File: src/sv/terminal_byte_cursor_engine_core_defines.svh
// Assertion macros shared by the cursor engine RTL.
// Depends on nothing; included by files that carry concurrent assertions.
`ifndef TERMINAL_BYTE_CURSOR_ENGINE_CORE_DEFINES_SVH
`define TERMINAL_BYTE_CURSOR_ENGINE_CORE_DEFINES_SVH

// Check that an expression holds at every clock edge outside reset.
`define TBCE_ASSERT_HOLDS(label, clk, rst_n, expr, msg) \
  label: assert property (@(posedge clk) disable iff (!rst_n) (expr)) else $error(msg);

// Check a same-cycle implication.
`define TBCE_ASSERT_IMPLY(label, clk, rst_n, ante, cons, msg) \
  label: assert property (@(posedge clk) disable iff (!rst_n) (ante) |-> (cons)) else $error(msg);

// Check an implication in the next cycle.
`define TBCE_ASSERT_NEXT(label, clk, rst_n, ante, cons, msg) \
  label: assert property (@(posedge clk) disable iff (!rst_n) (ante) |=> (cons)) else $error(msg);

`endif

File: src/sv/tbce_pkg.sv
// Types and constants of the terminal byte cursor engine.
// No dependencies; used by terminal_byte_cursor_engine_core.
package tbce_pkg;

  // Field widths
  localparam int unsigned ColW    = 8;
  localparam int unsigned RowW    = 8;
  localparam int unsigned CodeW   = 21;
  localparam int unsigned EscCntW = 7;
  // Write count of one burst; tab stops go up to 31
  localparam int unsigned CntW    = 5;

  // Register reset values
  localparam logic [ColW-1:0]  ColumnsRst = 8'd80;
  localparam logic [RowW-1:0]  RowsRst    = 8'd25;
  localparam logic [CodeW-1:0] ReplRst    = 21'd65533;

  // Control and delimiter bytes
  localparam logic [7:0] ChTab    = 8'h09;
  localparam logic [7:0] ChLf     = 8'h0a;
  localparam logic [7:0] ChCr     = 8'h0d;
  localparam logic [7:0] ChBs     = 8'h08;
  localparam logic [7:0] ChEsc    = 8'h1b;
  localparam logic [7:0] ChSpace  = 8'h20;
  localparam logic [7:0] ChQuest  = 8'h3f;
  localparam logic [7:0] ChAt     = 8'h40;
  localparam logic [7:0] ChUpA    = 8'h41;
  localparam logic [7:0] ChUpZ    = 8'h5a;
  localparam logic [7:0] ChLbrack = 8'h5b;
  localparam logic [7:0] ChLoA    = 8'h61;
  localparam logic [7:0] ChLoZ    = 8'h7a;

  // UTF-8 lead byte ranges
  localparam logic [7:0] AsciiMax = 8'h7f;
  localparam logic [7:0] LeadMask = 8'hc0;
  localparam logic [7:0] Lead2Max = 8'hdf;
  localparam logic [7:0] Lead3Max = 8'hef;
  localparam logic [7:0] Lead4Max = 8'hf7;

  typedef enum logic [1:0] {
    CFG_COLUMNS = 2'd0,
    CFG_ROWS    = 2'd1,
    CFG_REPL    = 2'd2
  } cfg_idx_e;

  typedef enum logic [1:0] {
    ACT_WRITE  = 2'd0,
    ACT_SCROLL = 2'd1,
    ACT_ESC    = 2'd2,
    ACT_REPORT = 2'd3
  } action_e;

  typedef enum logic [1:0] {
    SEQ_CONT  = 2'd0,
    SEQ_DONE  = 2'd1,
    SEQ_ABORT = 2'd2
  } seq_status_e;

  // All results of one byte: optional scroll, a run of cell writes on one
  // row, optional escape byte, and the closing cursor report
  typedef struct packed {
    logic              scroll;
    logic [CntW-1:0]   wr_cnt;
    logic [ColW-1:0]   wr_col;
    logic [RowW-1:0]   wr_row;
    logic [CodeW-1:0]  wr_code;
    logic              esc;
    logic [7:0]        esc_byte;
    seq_status_e       esc_st;
    logic              esc_priv;
    logic [ColW-1:0]   rep_col;
    logic [RowW-1:0]   rep_row;
    logic              rep_shown;
  } burst_t;

endpackage

File: src/sv/terminal_byte_cursor_engine_core.sv
// An accepted byte's results are registered into the burst queue as one burst.
// Each byte yields 1 to TAB_STOP+1 results (up to 3 if TAB_STOP is 1), sent one per
// cycle over the output port while out_ready_i is high. The output port sets the
// rate; a new byte is taken every cycle while the two-entry burst queue has room.
// Reset (async, active low) clears cursor, UTF-8 and escape state and the queue,
// and loads 80 columns, 25 rows and replacement code U+FFFD.
`include "terminal_byte_cursor_engine_core_defines.svh"

module terminal_byte_cursor_engine_core #(
  parameter int unsigned ESC_MAX_LEN = 64,
  parameter int unsigned TAB_STOP    = 8
) (
  input  logic        clk_i,
  input  logic        rst_ni,
  // Configuration writes
  input  logic        cfg_we_i,
  input  logic [1:0]  cfg_index_i,
  input  logic [20:0] cfg_data_i,
  // Byte input
  input  logic        in_valid_i,
  output logic        in_ready_o,
  input  logic [7:0]  byte_in_i,
  // Results
  output logic        out_valid_o,
  input  logic        out_ready_i,
  output logic [1:0]  action_o,
  output logic [7:0]  column_o,
  output logic [7:0]  row_o,
  output logic [20:0] code_o,
  output logic [1:0]  seq_status_o,
  output logic        private_seq_o,
  output logic        cursor_shown_o,
  output logic        last_o
);

  localparam int unsigned CntW  = tbce_pkg::CntW;
  localparam int unsigned CodeW = tbce_pkg::CodeW;

  // Configuration and cursor state
  logic [7:0]         cols_q, rows_q;
  logic [CodeW-1:0]   repl_q;
  logic [7:0]         col_q, col_d;
  logic [7:0]         row_q, row_d;
  logic               wp_q, wp_d;
  logic               wl_q, wl_d;
  logic [2:0]         utf_have_q, utf_have_d;
  logic [2:0]         utf_need_q, utf_need_d;
  logic [CodeW-1:0]   utf_acc_q, utf_acc_d;
  logic [tbce_pkg::EscCntW-1:0] esc_cnt_q, esc_cnt_d;
  logic               esc_priv_q, esc_priv_d;

  // Burst queue
  tbce_pkg::burst_t   a_q, b_q, burst_new, a_adv;
  logic               a_valid_q, b_valid_q;

  logic [7:0]         ec, er, cfg_ec, cfg_er;
  logic               accept, out_fire, a_last, pop;
  logic [CntW-1:0]    tab_gap [256];

  assign ec     = (cols_q == 8'd0) ? 8'd1 : cols_q;
  assign er     = (rows_q == 8'd0) ? 8'd1 : rows_q;
  assign cfg_ec = (cfg_data_i[7:0] == 8'd0) ? 8'd1 : cfg_data_i[7:0];
  assign cfg_er = (cfg_data_i[7:0] == 8'd0) ? 8'd1 : cfg_data_i[7:0];

  // Distance to the next tab stop for every column
  for (genvar g = 0; g < 256; g++) begin : g_tab
    assign tab_gap[g] = CntW'(TAB_STOP - (g % TAB_STOP));
  end

  // Decode one byte against the current state
  always_comb begin
    logic [7:0]       b;
    logic [8:0]       row9;
    logic [8:0]       tab_end;
    logic [7:0]       pcol;
    logic [8:0]       pcol9;
    logic             pwp;
    logic             pready;
    logic [CodeW-1:0] pcode;
    logic [7:0]       cnt;
    logic             fin;
    tbce_pkg::seq_status_e st;

    b          = byte_in_i;
    col_d      = col_q;
    row_d      = row_q;
    wp_d       = wp_q;
    wl_d       = wl_q;
    utf_have_d = utf_have_q;
    utf_need_d = utf_need_q;
    utf_acc_d  = utf_acc_q;
    esc_cnt_d  = esc_cnt_q;
    esc_priv_d = esc_priv_q;
    burst_new  = '0;
    burst_new.esc_st = tbce_pkg::SEQ_CONT;

    row9    = {1'b0, row_q} + 9'd1;
    tab_end = {1'b0, col_q} + 9'(tab_gap[col_q]);
    pcol    = col_q;
    pcol9   = '0;
    pwp     = wp_q;
    pready  = 1'b1;
    pcode   = {13'd0, b};
    cnt     = {1'b0, esc_cnt_q} + 8'd1;
    fin     = (b inside {[tbce_pkg::ChUpA : tbce_pkg::ChUpZ],
                         [tbce_pkg::ChLoA : tbce_pkg::ChLoZ], tbce_pkg::ChAt});
    st      = tbce_pkg::SEQ_CONT;

    if (b == tbce_pkg::ChCr) begin
      // Return to column zero
      col_d = 8'd0;
      wp_d  = 1'b0;
    end else if (b == tbce_pkg::ChLf) begin
      // Advance a row unless the last printable wrapped
      if (!wl_q) begin
        if (row9 >= {1'b0, er}) begin
          burst_new.scroll = 1'b1;
          row_d = er - 8'd1;
        end else begin
          row_d = row9[7:0];
        end
      end
      wl_d = 1'b0;
    end else if (b == tbce_pkg::ChTab) begin
      // Fill spaces to the next stop, or park at the line end
      if (tab_end <= {1'b0, ec}) begin
        burst_new.wr_cnt  = tab_gap[col_q];
        burst_new.wr_col  = col_q;
        burst_new.wr_row  = row_q;
        burst_new.wr_code = {13'd0, tbce_pkg::ChSpace};
        if (tab_end >= {1'b0, ec}) begin
          col_d = ec;
          wp_d  = 1'b1;
        end else begin
          col_d = tab_end[7:0];
        end
      end else begin
        col_d = ec;
        wp_d  = 1'b1;
      end
    end else if (b == tbce_pkg::ChEsc || esc_cnt_q != '0) begin
      // Collect an escape byte and classify the sequence
      if (cnt == 8'd2 && b != tbce_pkg::ChLbrack) begin
        st = tbce_pkg::SEQ_ABORT;
      end else if (cnt > 8'd2 && fin) begin
        st = tbce_pkg::SEQ_DONE;
        burst_new.esc_priv = esc_priv_q;
      end else if (cnt == 8'd3 && b == tbce_pkg::ChQuest) begin
        esc_priv_d = 1'b1;
      end
      if (st == tbce_pkg::SEQ_CONT && cnt >= 8'(ESC_MAX_LEN)) begin
        st = tbce_pkg::SEQ_ABORT;
      end
      if (st != tbce_pkg::SEQ_CONT) begin
        esc_cnt_d  = '0;
        esc_priv_d = 1'b0;
      end else begin
        esc_cnt_d = cnt[6:0];
      end
      burst_new.esc      = 1'b1;
      burst_new.esc_byte = b;
      burst_new.esc_st   = st;
    end else if (b == tbce_pkg::ChBs) begin
      // Step back one column
      col_d = (col_q > 8'd1) ? col_q - 8'd1 : 8'd0;
      if (col_d < ec) begin
        wp_d = 1'b0;
      end
    end else begin
      // Resolve a pending wrap, scrolling first if needed
      if (col_q < ec) begin
        pwp = 1'b0;
      end
      if (pwp) begin
        pcol = 8'd0;
        wl_d = 1'b1;
        if (row9 >= {1'b0, er}) begin
          burst_new.scroll = 1'b1;
          row_d = er - 8'd1;
        end else begin
          row_d = row9[7:0];
        end
      end else begin
        wl_d = 1'b0;
      end
      if (pcol >= ec) begin
        pcol = ec - 8'd1;
      end

      // UTF-8 decode
      if (b <= tbce_pkg::AsciiMax) begin
        if (utf_need_q != 3'd0) begin
          pcode = repl_q;
        end
        utf_have_d = 3'd0;
        utf_need_d = 3'd0;
        utf_acc_d  = '0;
      end else if ((b & tbce_pkg::LeadMask) == tbce_pkg::LeadMask) begin
        utf_have_d = 3'd0;
        utf_need_d = 3'd0;
        utf_acc_d  = '0;
        if (b <= tbce_pkg::Lead2Max) begin
          utf_need_d = 3'd2;
          utf_acc_d  = {16'd0, b[4:0]};
        end else if (b <= tbce_pkg::Lead3Max) begin
          utf_need_d = 3'd3;
          utf_acc_d  = {17'd0, b[3:0]};
        end else if (b <= tbce_pkg::Lead4Max) begin
          utf_need_d = 3'd4;
          utf_acc_d  = {18'd0, b[2:0]};
        end
        if (utf_need_d != 3'd0) begin
          utf_have_d = 3'd1;
          pready     = 1'b0;
        end else begin
          pcode = repl_q;
        end
      end else begin
        if (utf_need_q == 3'd0) begin
          pcode = repl_q;
        end else begin
          utf_acc_d  = {utf_acc_q[14:0], b[5:0]};
          utf_have_d = utf_have_q + 3'd1;
          if (utf_have_d >= utf_need_q) begin
            pcode      = utf_acc_d;
            utf_have_d = 3'd0;
            utf_need_d = 3'd0;
            utf_acc_d  = '0;
          end else begin
            pready = 1'b0;
          end
        end
      end

      // Write the cell and advance
      col_d = pcol;
      wp_d  = 1'b0;
      if (pready) begin
        burst_new.wr_cnt  = CntW'(1);
        burst_new.wr_col  = pcol;
        burst_new.wr_row  = row_d;
        burst_new.wr_code = pcode;
        pcol9 = {1'b0, pcol} + 9'd1;
        if (pcol9 >= {1'b0, ec}) begin
          col_d = ec;
          wp_d  = 1'b1;
        end else begin
          col_d = pcol9[7:0];
        end
      end
    end

    burst_new.rep_col   = col_d;
    burst_new.rep_row   = row_d;
    burst_new.rep_shown = !wp_d;
  end

  // Handshakes
  assign in_ready_o  = !b_valid_q;
  assign accept      = in_valid_i && in_ready_o;
  assign out_valid_o = a_valid_q;
  assign out_fire    = a_valid_q && out_ready_i;
  assign pop         = out_fire && a_last;

  // Present the head result of the front burst
  always_comb begin
    tbce_pkg::action_e act;
    act            = tbce_pkg::ACT_REPORT;
    column_o       = 8'd0;
    row_o          = 8'd0;
    code_o         = '0;
    seq_status_o   = tbce_pkg::SEQ_CONT;
    private_seq_o  = 1'b0;
    cursor_shown_o = 1'b0;
    a_last         = 1'b0;
    a_adv          = a_q;
    if (a_q.scroll) begin
      act          = tbce_pkg::ACT_SCROLL;
      a_adv.scroll = 1'b0;
    end else if (a_q.wr_cnt != '0) begin
      act          = tbce_pkg::ACT_WRITE;
      column_o     = a_q.wr_col;
      row_o        = a_q.wr_row;
      code_o       = a_q.wr_code;
      a_adv.wr_cnt = a_q.wr_cnt - CntW'(1);
      a_adv.wr_col = a_q.wr_col + 8'd1;
    end else if (a_q.esc) begin
      act           = tbce_pkg::ACT_ESC;
      code_o        = {13'd0, a_q.esc_byte};
      seq_status_o  = a_q.esc_st;
      private_seq_o = a_q.esc_priv;
      a_adv.esc     = 1'b0;
    end else begin
      column_o       = a_q.rep_col;
      row_o          = a_q.rep_row;
      cursor_shown_o = a_q.rep_shown;
      a_last         = 1'b1;
    end
    action_o = act;
    last_o   = a_last;
  end

  // Configuration and cursor state
  always_ff @(posedge clk_i or negedge rst_ni) begin
    if (!rst_ni) begin
      cols_q     <= tbce_pkg::ColumnsRst;
      rows_q     <= tbce_pkg::RowsRst;
      repl_q     <= tbce_pkg::ReplRst;
      col_q      <= '0;
      row_q      <= '0;
      wp_q       <= 1'b0;
      wl_q       <= 1'b0;
      utf_have_q <= '0;
      utf_need_q <= '0;
      utf_acc_q  <= '0;
      esc_cnt_q  <= '0;
      esc_priv_q <= 1'b0;
    end else if (cfg_we_i) begin
      case (cfg_index_i)
        tbce_pkg::CFG_COLUMNS: begin
          cols_q <= cfg_data_i[7:0];
          if (col_q >= cfg_ec) begin
            col_q <= cfg_ec;
            wp_q  <= 1'b1;
          end else begin
            wp_q <= 1'b0;
          end
        end
        tbce_pkg::CFG_ROWS: begin
          rows_q <= cfg_data_i[7:0];
          if (row_q >= cfg_er) begin
            row_q <= cfg_er - 8'd1;
          end
        end
        tbce_pkg::CFG_REPL: begin
          repl_q <= cfg_data_i;
        end
        default: begin
        end
      endcase
    end else if (accept) begin
      col_q      <= col_d;
      row_q      <= row_d;
      wp_q       <= wp_d;
      wl_q       <= wl_d;
      utf_have_q <= utf_have_d;
      utf_need_q <= utf_need_d;
      utf_acc_q  <= utf_acc_d;
      esc_cnt_q  <= esc_cnt_d;
      esc_priv_q <= esc_priv_d;
    end
  end

  // Two-entry burst queue: front drains to the output, back holds the next byte
  always_ff @(posedge clk_i or negedge rst_ni) begin
    if (!rst_ni) begin
      a_valid_q <= 1'b0;
      b_valid_q <= 1'b0;
    end else if (!a_valid_q || pop) begin
      if (b_valid_q) begin
        a_valid_q <= 1'b1;
        b_valid_q <= 1'b0;
      end else begin
        a_valid_q <= accept;
      end
    end else if (accept) begin
      b_valid_q <= 1'b1;
    end
  end

  // Burst payloads
  always_ff @(posedge clk_i) begin
    if (!a_valid_q || pop) begin
      if (b_valid_q) begin
        a_q <= b_q;
      end else if (accept) begin
        a_q <= burst_new;
      end
    end else begin
      if (out_fire) begin
        a_q <= a_adv;
      end
      if (accept) begin
        b_q <= burst_new;
      end
    end
  end

  `TBCE_ASSERT_HOLDS(a_row_on_screen, clk_i, rst_ni, row_q < er, "cursor row off screen")
  `TBCE_ASSERT_HOLDS(a_wrap_at_end, clk_i, rst_ni, wp_q == (col_q == ec), "wrap mark and column disagree")
  `TBCE_ASSERT_HOLDS(a_esc_bound, clk_i, rst_ni, 32'(esc_cnt_q) < ESC_MAX_LEN, "escape count overran")
  `TBCE_ASSERT_HOLDS(a_utf_order, clk_i, rst_ni, (utf_have_q < utf_need_q) || (utf_have_q == 3'd0 && utf_need_q == 3'd0), "utf counts inconsistent")
  `TBCE_ASSERT_IMPLY(a_queue_order, clk_i, rst_ni, b_valid_q, a_valid_q, "back burst without front burst")
  `TBCE_ASSERT_NEXT(a_back_fill, clk_i, rst_ni, accept && a_valid_q && !pop, b_valid_q, "byte lost while front busy")

endmodule

File: config.mk
export PLATFORM = sky130hd
export DESIGN_NAME = terminal_byte_cursor_engine_core
export DESIGN_NICKNAME = d
export VERILOG_FILES = /design/src/sv/tbce_pkg.sv /design/src/sv/terminal_byte_cursor_engine_core.sv
export VERILOG_INCLUDE_DIRS = /design/src /design/src/sv
export SDC_FILE = /design/constraint.sdc
export NUM_CORES = 1
export LEC_CHECK = 0
export BUFFER_PORTS_ARGS = -buffer_cell sky130_fd_sc_hd__buf_2
export CORE_AREA = 10 10 232 234
export DETAILED_ROUTE_END_ITERATION = 8
export DIE_AREA = 0 0 242 244
export HOLD_SLACK_MARGIN = 0.03
export PLACE_DENSITY = 0.42
export SYNTH_ARGS = -nofsm -noshare
export SYNTH_HDL_FRONTEND = slang
export SYNTH_SLANG_ARGS = --single-unit
File: constraint.sdc
create_clock -name clk_i -period 8 [get_ports clk_i]
set_input_delay 1.2 -clock clk_i [delete_from_list [all_inputs] [get_ports clk_i]]
set_output_delay 1.2 -clock clk_i [all_outputs]
set_load 0.02 [all_outputs]
Word-level counts from Yosys, hierarchy flattened

Memory sizes are Yosys's and may differ from the RTL's.
Index checks and enable logic that the tools add are counted.

Bits in read-only memories: 1,280
Memories kept: 1
Register bits: 230
Logic and storage cells: 332
Input port bits: 36

Memory list:

| memory          | words | width | read ports | clocked after Yosys merged registers in | wr ports | RTL line                                | text |
|---|---|---|---|---|---|---|---|
| (no name shown) | 256   | 5     | 1          | 0                                       | 0        | terminal_byte_cursor_engine_core.sv:127 | `burst_new.wr_cnt = tab_gap[col_q];` |

Add/sub/neg operators: 11
Bitwise logic cells: 8
Order comparisons: 22
Equal/unequal tests: 26
Multiplexer cells: 177
Reductions and logical operators: 49

Operator list:

| kind                                                                                 | number |
|---|---|
| 8-bit 2-to-1 mux                                                                     | 48 |
| 72-bit 2-to-1 mux                                                                    | 4 |
| 21-bit 2-to-1 mux                                                                    | 8 |
| 43-bit 2-to-1 mux                                                                    | 2 |
| 42-bit 2-to-1 mux                                                                    | 2 |
| 1-bit 2-to-1 mux                                                                     | 63 |
| 15-bit 2-to-1 mux                                                                    | 4 |
| 3-bit 2-to-1 mux                                                                     | 19 |
| 55-bit 2-to-1 mux                                                                    | 1 |
| 54-bit 2-to-1 mux                                                                    | 1 |
| 38-bit 2-to-1 mux                                                                    | 1 |
| 8-bit by 4-bit == test with 1-bit output (second input constant)                     | 4 |
| 8-bit by 1-bit subtractor with 8-bit output (second input constant)                  | 4 |
| 2-bit 2-to-1 mux                                                                     | 15 |
| 9-bit by 8-bit greater-or-equal comparator with 1-bit output                         | 3 |
| 13-bit 2-to-1 mux                                                                    | 2 |
| 8-bit by 7-bit greater-or-equal comparator with 1-bit output (second input constant) | 3 |
| 8-bit greater-or-equal comparator                                                    | 3 |
| 8-bit by 7-bit <= comparator with 1-bit output (second input constant)               | 3 |
| 8-bit <= comparator (second input constant)                                          | 3 |
| 8-bit logical NOT                                                                    | 3 |
| 12-bit 2-to-1 mux                                                                    | 2 |
| 8-bit by 1-bit adder with 9-bit output (second input constant)                       | 2 |
| 9-bit AND reduction                                                                  | 2 |
| 40 further kinds                                                                     | 91 |

Longest topological paths before layout

Depth in word-level cells: 35
Gate-level depth with buffers: 32
Gate-level depth less buffers: 29

Worst setup path before layout

Ideal clock, no wire load.

Path type: register to register
Start: register cols_q[3]
End: register a_q (netlist bit a_adv[11]) (data pin)
Arrival: 6.723 ns
Cell stages (with the launch flop): 33
Path slack: 1.146 ns
Buffers on the path: 3
Cell sequence: dfrtp_1 > clkbuf_1 > inv_1 > ha_1 > a211oi_1 > o21ai_0 > a221oi_2 > or2_1 > buf_2 > buf_2 > nand2_1 > ha_1 > nand2b_1 > a211oi_1 > o221a_2 > nor2_2 > a21oi_1 > a21oi_1 > ha_1 > inv_1 > or4_1 > o22a_4 > xnor2_1 > ha_1 > a2111oi_0 > nor2b_1 > o21ai_0 > nand2_1 > o21ai_4 > or4_1 > a31o_2 > a31oi_4 > a31o_1

RTL lines:

| what                   | RTL line                                | text |
|---|---|---|
| from (decl)            | terminal_byte_cursor_engine_core.sv:40  | `logic [7:0] cols_q, rows_q;` |
| from (signal assigned) | terminal_byte_cursor_engine_core.sv:306 | `cols_q <= tbce_pkg::ColumnsRst;` |
| from (signal assigned) | terminal_byte_cursor_engine_core.sv:321 | `cols_q <= cfg_data_i[7:0];` |
| to (signal assigned)   | terminal_byte_cursor_engine_core.sv:375 | `a_q <= b_q;` |
| to (signal assigned)   | terminal_byte_cursor_engine_core.sv:377 | `a_q <= burst_new;` |
| to (signal assigned)   | terminal_byte_cursor_engine_core.sv:381 | `a_q <= a_adv;` |
| to (decl)              | terminal_byte_cursor_engine_core.sv:53  | `tbce_pkg::burst_t a_q, b_q, burst_new, a_adv;` |

Worst setup path after layout

Start: register cols_q[6]
End: register a_q (netlist bit a_adv[12]) (data pin)

Cells in the longest elaborated chain, start to end: 34
Elaborated cells between the ends (all ways): 39
Those cells by class: 2 x add/sub; 5 x order compare; 31 x mux; 1 x reduce/logical

Ends and longest elaborated chain:

| what                       | RTL line                                | text |
|---|---|---|
| 8-bit logical NOT          | terminal_byte_cursor_engine_core.sv:60  | `assign ec = (cols_q == 8'd0) ? 8'd1 : cols_q;` |
| 8-bit 2-to-1 mux *         | terminal_byte_cursor_engine_core.sv:60  |  |
| 8-bit less-than comparator | terminal_byte_cursor_engine_core.sv:171 | `if (col_q < ec) begin` |
| 1-bit 2-to-1 mux           | terminal_byte_cursor_engine_core.sv:171 |  |
| 1-bit 2-to-1 mux           | terminal_byte_cursor_engine_core.sv:163 | `end else if (b == tbce_pkg::ChBs) begin` |
| 1-bit 2-to-1 mux           | terminal_byte_cursor_engine_core.sv:141 | `end else if (b == tbce_pkg::ChEsc \|\| esc_cnt_q != '0) begin` |
| 1-bit 2-to-1 mux           | terminal_byte_cursor_engine_core.sv:124 | `end else if (b == tbce_pkg::ChTab) begin` |
| 1-bit 2-to-1 mux           | terminal_byte_cursor_engine_core.sv:113 | `end else if (b == tbce_pkg::ChLf) begin` |
| [18 not listed]            | -                                       |  |
| 8-bit 2-to-1 mux           | terminal_byte_cursor_engine_core.sv:163 |  |
| 8-bit 2-to-1 mux           | terminal_byte_cursor_engine_core.sv:141 |  |
| 8-bit 2-to-1 mux *         | terminal_byte_cursor_engine_core.sv:124 |  |
| 8-bit 2-to-1 mux *         | terminal_byte_cursor_engine_core.sv:113 |  |
| 8-bit 2-to-1 mux *         | terminal_byte_cursor_engine_core.sv:109 | `if (b == tbce_pkg::ChCr) begin` |
| 72-bit 2-to-1 mux *        | terminal_byte_cursor_engine_core.sv:376 | `end else if (accept) begin` |
| 72-bit 2-to-1 mux *        | terminal_byte_cursor_engine_core.sv:374 | `if (b_valid_q) begin` |
| 72-bit 2-to-1 mux *        | terminal_byte_cursor_engine_core.sv:373 | `if (!a_valid_q \|\| pop) begin` |

Mark *: on every way between the ends. The rest lies on a longest branch, timed or not. The select of a mux whose other input is x is not followed.
A chain may end at the register's enable or synchronous reset.

==> impl_metrics.json <==
{
  "status": "finished clean",
  "synth_edf_count": 143,
  "cts_sinks": 229,
  "crit_buf_inv": 3,
  "synthFlopType": "edfxtp_1",
  "worst-endpoint-arrival_ps": 7700,
  "nFillCells": 5173,
  "numCtsBuffers": 27,
  "netlist_area_mm2": 0.0145,
  "drc": 0,
  "grt_first_pass_wirelength_mm": 78.2,
  "synth_seq_area_share_pct": 44.5,
  "synth_seq_cells": 229,
  "worstPathRequired_ps": 8300,
  "cp_slowest_cell": "dfstp_2",
  "final_nets": 1730,
  "drive_gt1_share_pct": 15.3,
  "die_x_um": 242,
  "maxCapViolCount": 0,
  "cp_common_cell": "o21ai_0",
  "cts_root_buf": "clkbuf_16",
  "avgSynthCellArea_um2": 9.43,
  "ys_types": 85,
  "drt-vias-per-instance": 5.21,
  "place_hpwl_mm": 38.0,
  "rsz0062_at_grt": "false",
  "gp_congestion": 0.949,
  "yosys_warnings": 0,
  "crit_family": "compound AO/OA/AOI/OAI gates",
  "cpPeakStageDelay_ps": 580,
  "rows": 82,
  "setup_viol": 0,
  "p_per_area_mw_per_mm2": 326,
  "crit_type": "flip-flop to flip-flop",
  "grt_start_max_net_pins": 80,
  "synth_top_area_share_pct": 29.5,
  "dr.pass1.iters": 5,
  "drtAntennaViolNets": 0,
  "cts_max_path_buffers": 3,
  "vias": 12000,
  "gr-total-overflow": 0,
  "hold_class": "flip-flop to flip-flop",
  "ios": 82,
  "start_util_pct": 29.4,
  "final_util_pct": 33.9,
  "clk_latency_ps": 560,
  "core_area_mm2": 0.0495,
  "antenna_found_initial": 4,
  "final_hold_viol_count": 0,
  "crit_fanout": 13,
  "track_usage_pct": 17.0,
  "die_h_um": 244,
  "cts_tree": "done",
  "port_buffers": 81,
  "finalSetupTns_ps": 0,
  "drv_slew": 0,
  "fin_crit_ps": 7400,
  "p_leak_nw": 6.68,
  "wirelength_mm": 52.1,
  "power_mw": 5.46,
  "first_global_vias": 11800,
  "syn_inst": 1542,
  "final.setup_skew_ps": 14.0,
  "fmax_mhz": 135,
  "htreeDepth": 1,
  "timing.final.crit_share_pct": 92.5,
  "start_kind": "flip-flop",
  "drtIter0Drc": 1105,
  "irDropWorstVdd_v": 0.000122,
  "die_area_mm2": 0.0590,
  "clk_pin_slew_ps": 60,
  "area_growth_pct": 15.3,
  "synth_area_leaders": "edfxtp_1 30%, dfrtp_1 11%, ha_1 7.1%, nand2_1 4.1%, o21ai_0 3.8%",
  "synth-async-reset-ratio_pct": 37.6,
  "worst_pin_slew_ps": 1230,
  "postCtsSetupRepairBufs": 0,
  "wl_per_cell_um": 22.6,
  "relSlewSlack_pct": 17.0,
  "yosysTopAreaCell": "edfxtp_1",
  "syn-num-nets": 1661,
  "end_kind": "flip-flop"
}
==> stage by stage <==
step | worst slack (ps) | cells | area, um2 | hold slack, ps
after floorplan | 1150 | 1542 | 14500 | 450
final | 597 | 2305 | 16800 | 481
after CTS | 446 | 2304 | 16800 | 485
after global placement | 620 | 2254 | 15900 | 470
after detailed placement | 459 | 2254 | 15900 | 473
after global routing | 43.1 | 2304 | 16800 | 506
==> cells in the final DEF, fill, tap and decap left out, types with 7 or more instances in the layout <==
master	netlist	final
and3_1	23	23
a21o_1	28	28
ha_1	82	82
nand2b_1	24	24
clkbuf_1	72	8
mux2i_1	36	36
dfrtp_1	66	65
o21ai_0	111	111
and2_1	39	39
or3_1	9	9
o31ai_1	12	12
mux2_2	23	23
nor2_1	144	140
xnor2_1	30	30
nand2_1	160	160
a31oi_1	9	9
a21oi_1	105	104
nor3_1	45	43
clkbuf_16	0	28
nor4_1	10	10
a22o_1	36	36
a22oi_1	19	19
o22ai_1	7	7
xor2_1	13	13
nor2b_1	10	10
buf_4	0	47
o21ai_1	7	7
o211ai_1	11	11
inv_1	64	64
edfxtp_1	143	143
dfstp_2	20	20
a211oi_1	11	10
buf_2	7	80
nand3_1	48	48
o21a_1	10	10
==> layer usage <==
| layer | global-route usage, % | up-vias | wire, um |
|---|---|---|---|
| li1 | - | 5775 | - |
| met1 | 24.0 | 5844 | 24900 |
| met4 | 5.57 | 6 | 1620 |
| met5 | 0 | - | 28 |
| met2 | 26.6 | 310 | 22900 |
| met3 | 2.27 | 83 | 2650 |
==> state kept, by name, indices dropped and copies added (netlist names), 7 cells and up <==
name,cells
a_q,15
row_q,8
b_q,71
a_adv,57
cols_q,8
esc_cnt_q,7
repl_q,21
utf_acc_q,15
rows_q,8
col_q,8
==> tightest hold or removal path: cells and delay by family (launching register included) <==
| family | cells | cell delay, ps |
|---|---|---|
| AO/OA/AOI/OAI | 1 | 60 |
| flip-flops | 1 | 340 |
| AND/OR/NAND/NOR | 1 | 40 |
==> cell families after synthesis <==
logic type / Yosys count / share of synthesized area (%)
compound gates: 432 / 19.8
xor+xnor: 43 / 2.59
fa+ha+maj: 83 / 7.19
buf+inv: 153 / 4.06
flops: 229 / 44.5
mux: 59 / 4.26
simple gates: 543 / 17.6
==> report_power, final <==
| part | internal (mW) | total (mW) | switching [mW] | leakage (nW) |
|---|---|---|---|---|
| sequential | 1.39 | 1.51 | 0.127 | 2.41 |
| combinational | 0.988 | 2.69 | 1.70 | 3.83 |
| clock | 0.735 | 1.26 | 0.527 | 0.442 |
| total | 3.11 | 5.46 | 2.35 | 6.68 |
==> cells in the mapped netlist, drive strengths merged (39+ instances only) <==
library cell,instances
a21oi,106
and2,39
clkbuf,72
dfrtp,66
edfxtp,143
ha,82
inv,65
nand2,160
nand3,48
nor2,146
nor3,46
o21ai,120
==> area by class of cell <==
class                           instances  area (um2)  share of cell area (%)
Multi-Input combinational cell       1160        7540                    45.0
Sequential cell                       229        6470                    38.6
Tap cell                              672         841                    5.02
Clock buffer                           42         813                    4.85
Timing Repair Buffer                  127         753                    4.49
Inverter                               66         248                    1.48
Clock inverter                          8        86.3                   0.515
Antenna cell                            1        2.50                  0.0149
==> what timing repair did <==
item                       CTS  global route
hold buffers                 0             0
setup endpoints to repair    0            11
resized for setup            0             1
==> path summary, 6_finish.rpt <==
| path | depth (start not counted) | end | from | slack [ps] |
|---|---|---|---|---|
| max | 28 | a_adv[12] | cols_q[6] | 600 |
| min | 2 | utf_acc_q[14] | utf_acc_q[14] | 480 |
| max reg2reg | 28 | a_adv[12] | cols_q[6] | 600 |
| min reg2reg | 2 | utf_acc_q[14] | utf_acc_q[14] | 480 |
| max in group asynchronous | 2 | row_q[5] | rst_ni | 6140 |
| min in group asynchronous | 1 | out_valid_o | rst_ni | 590 |
Power figures use the tool's default switching activity.
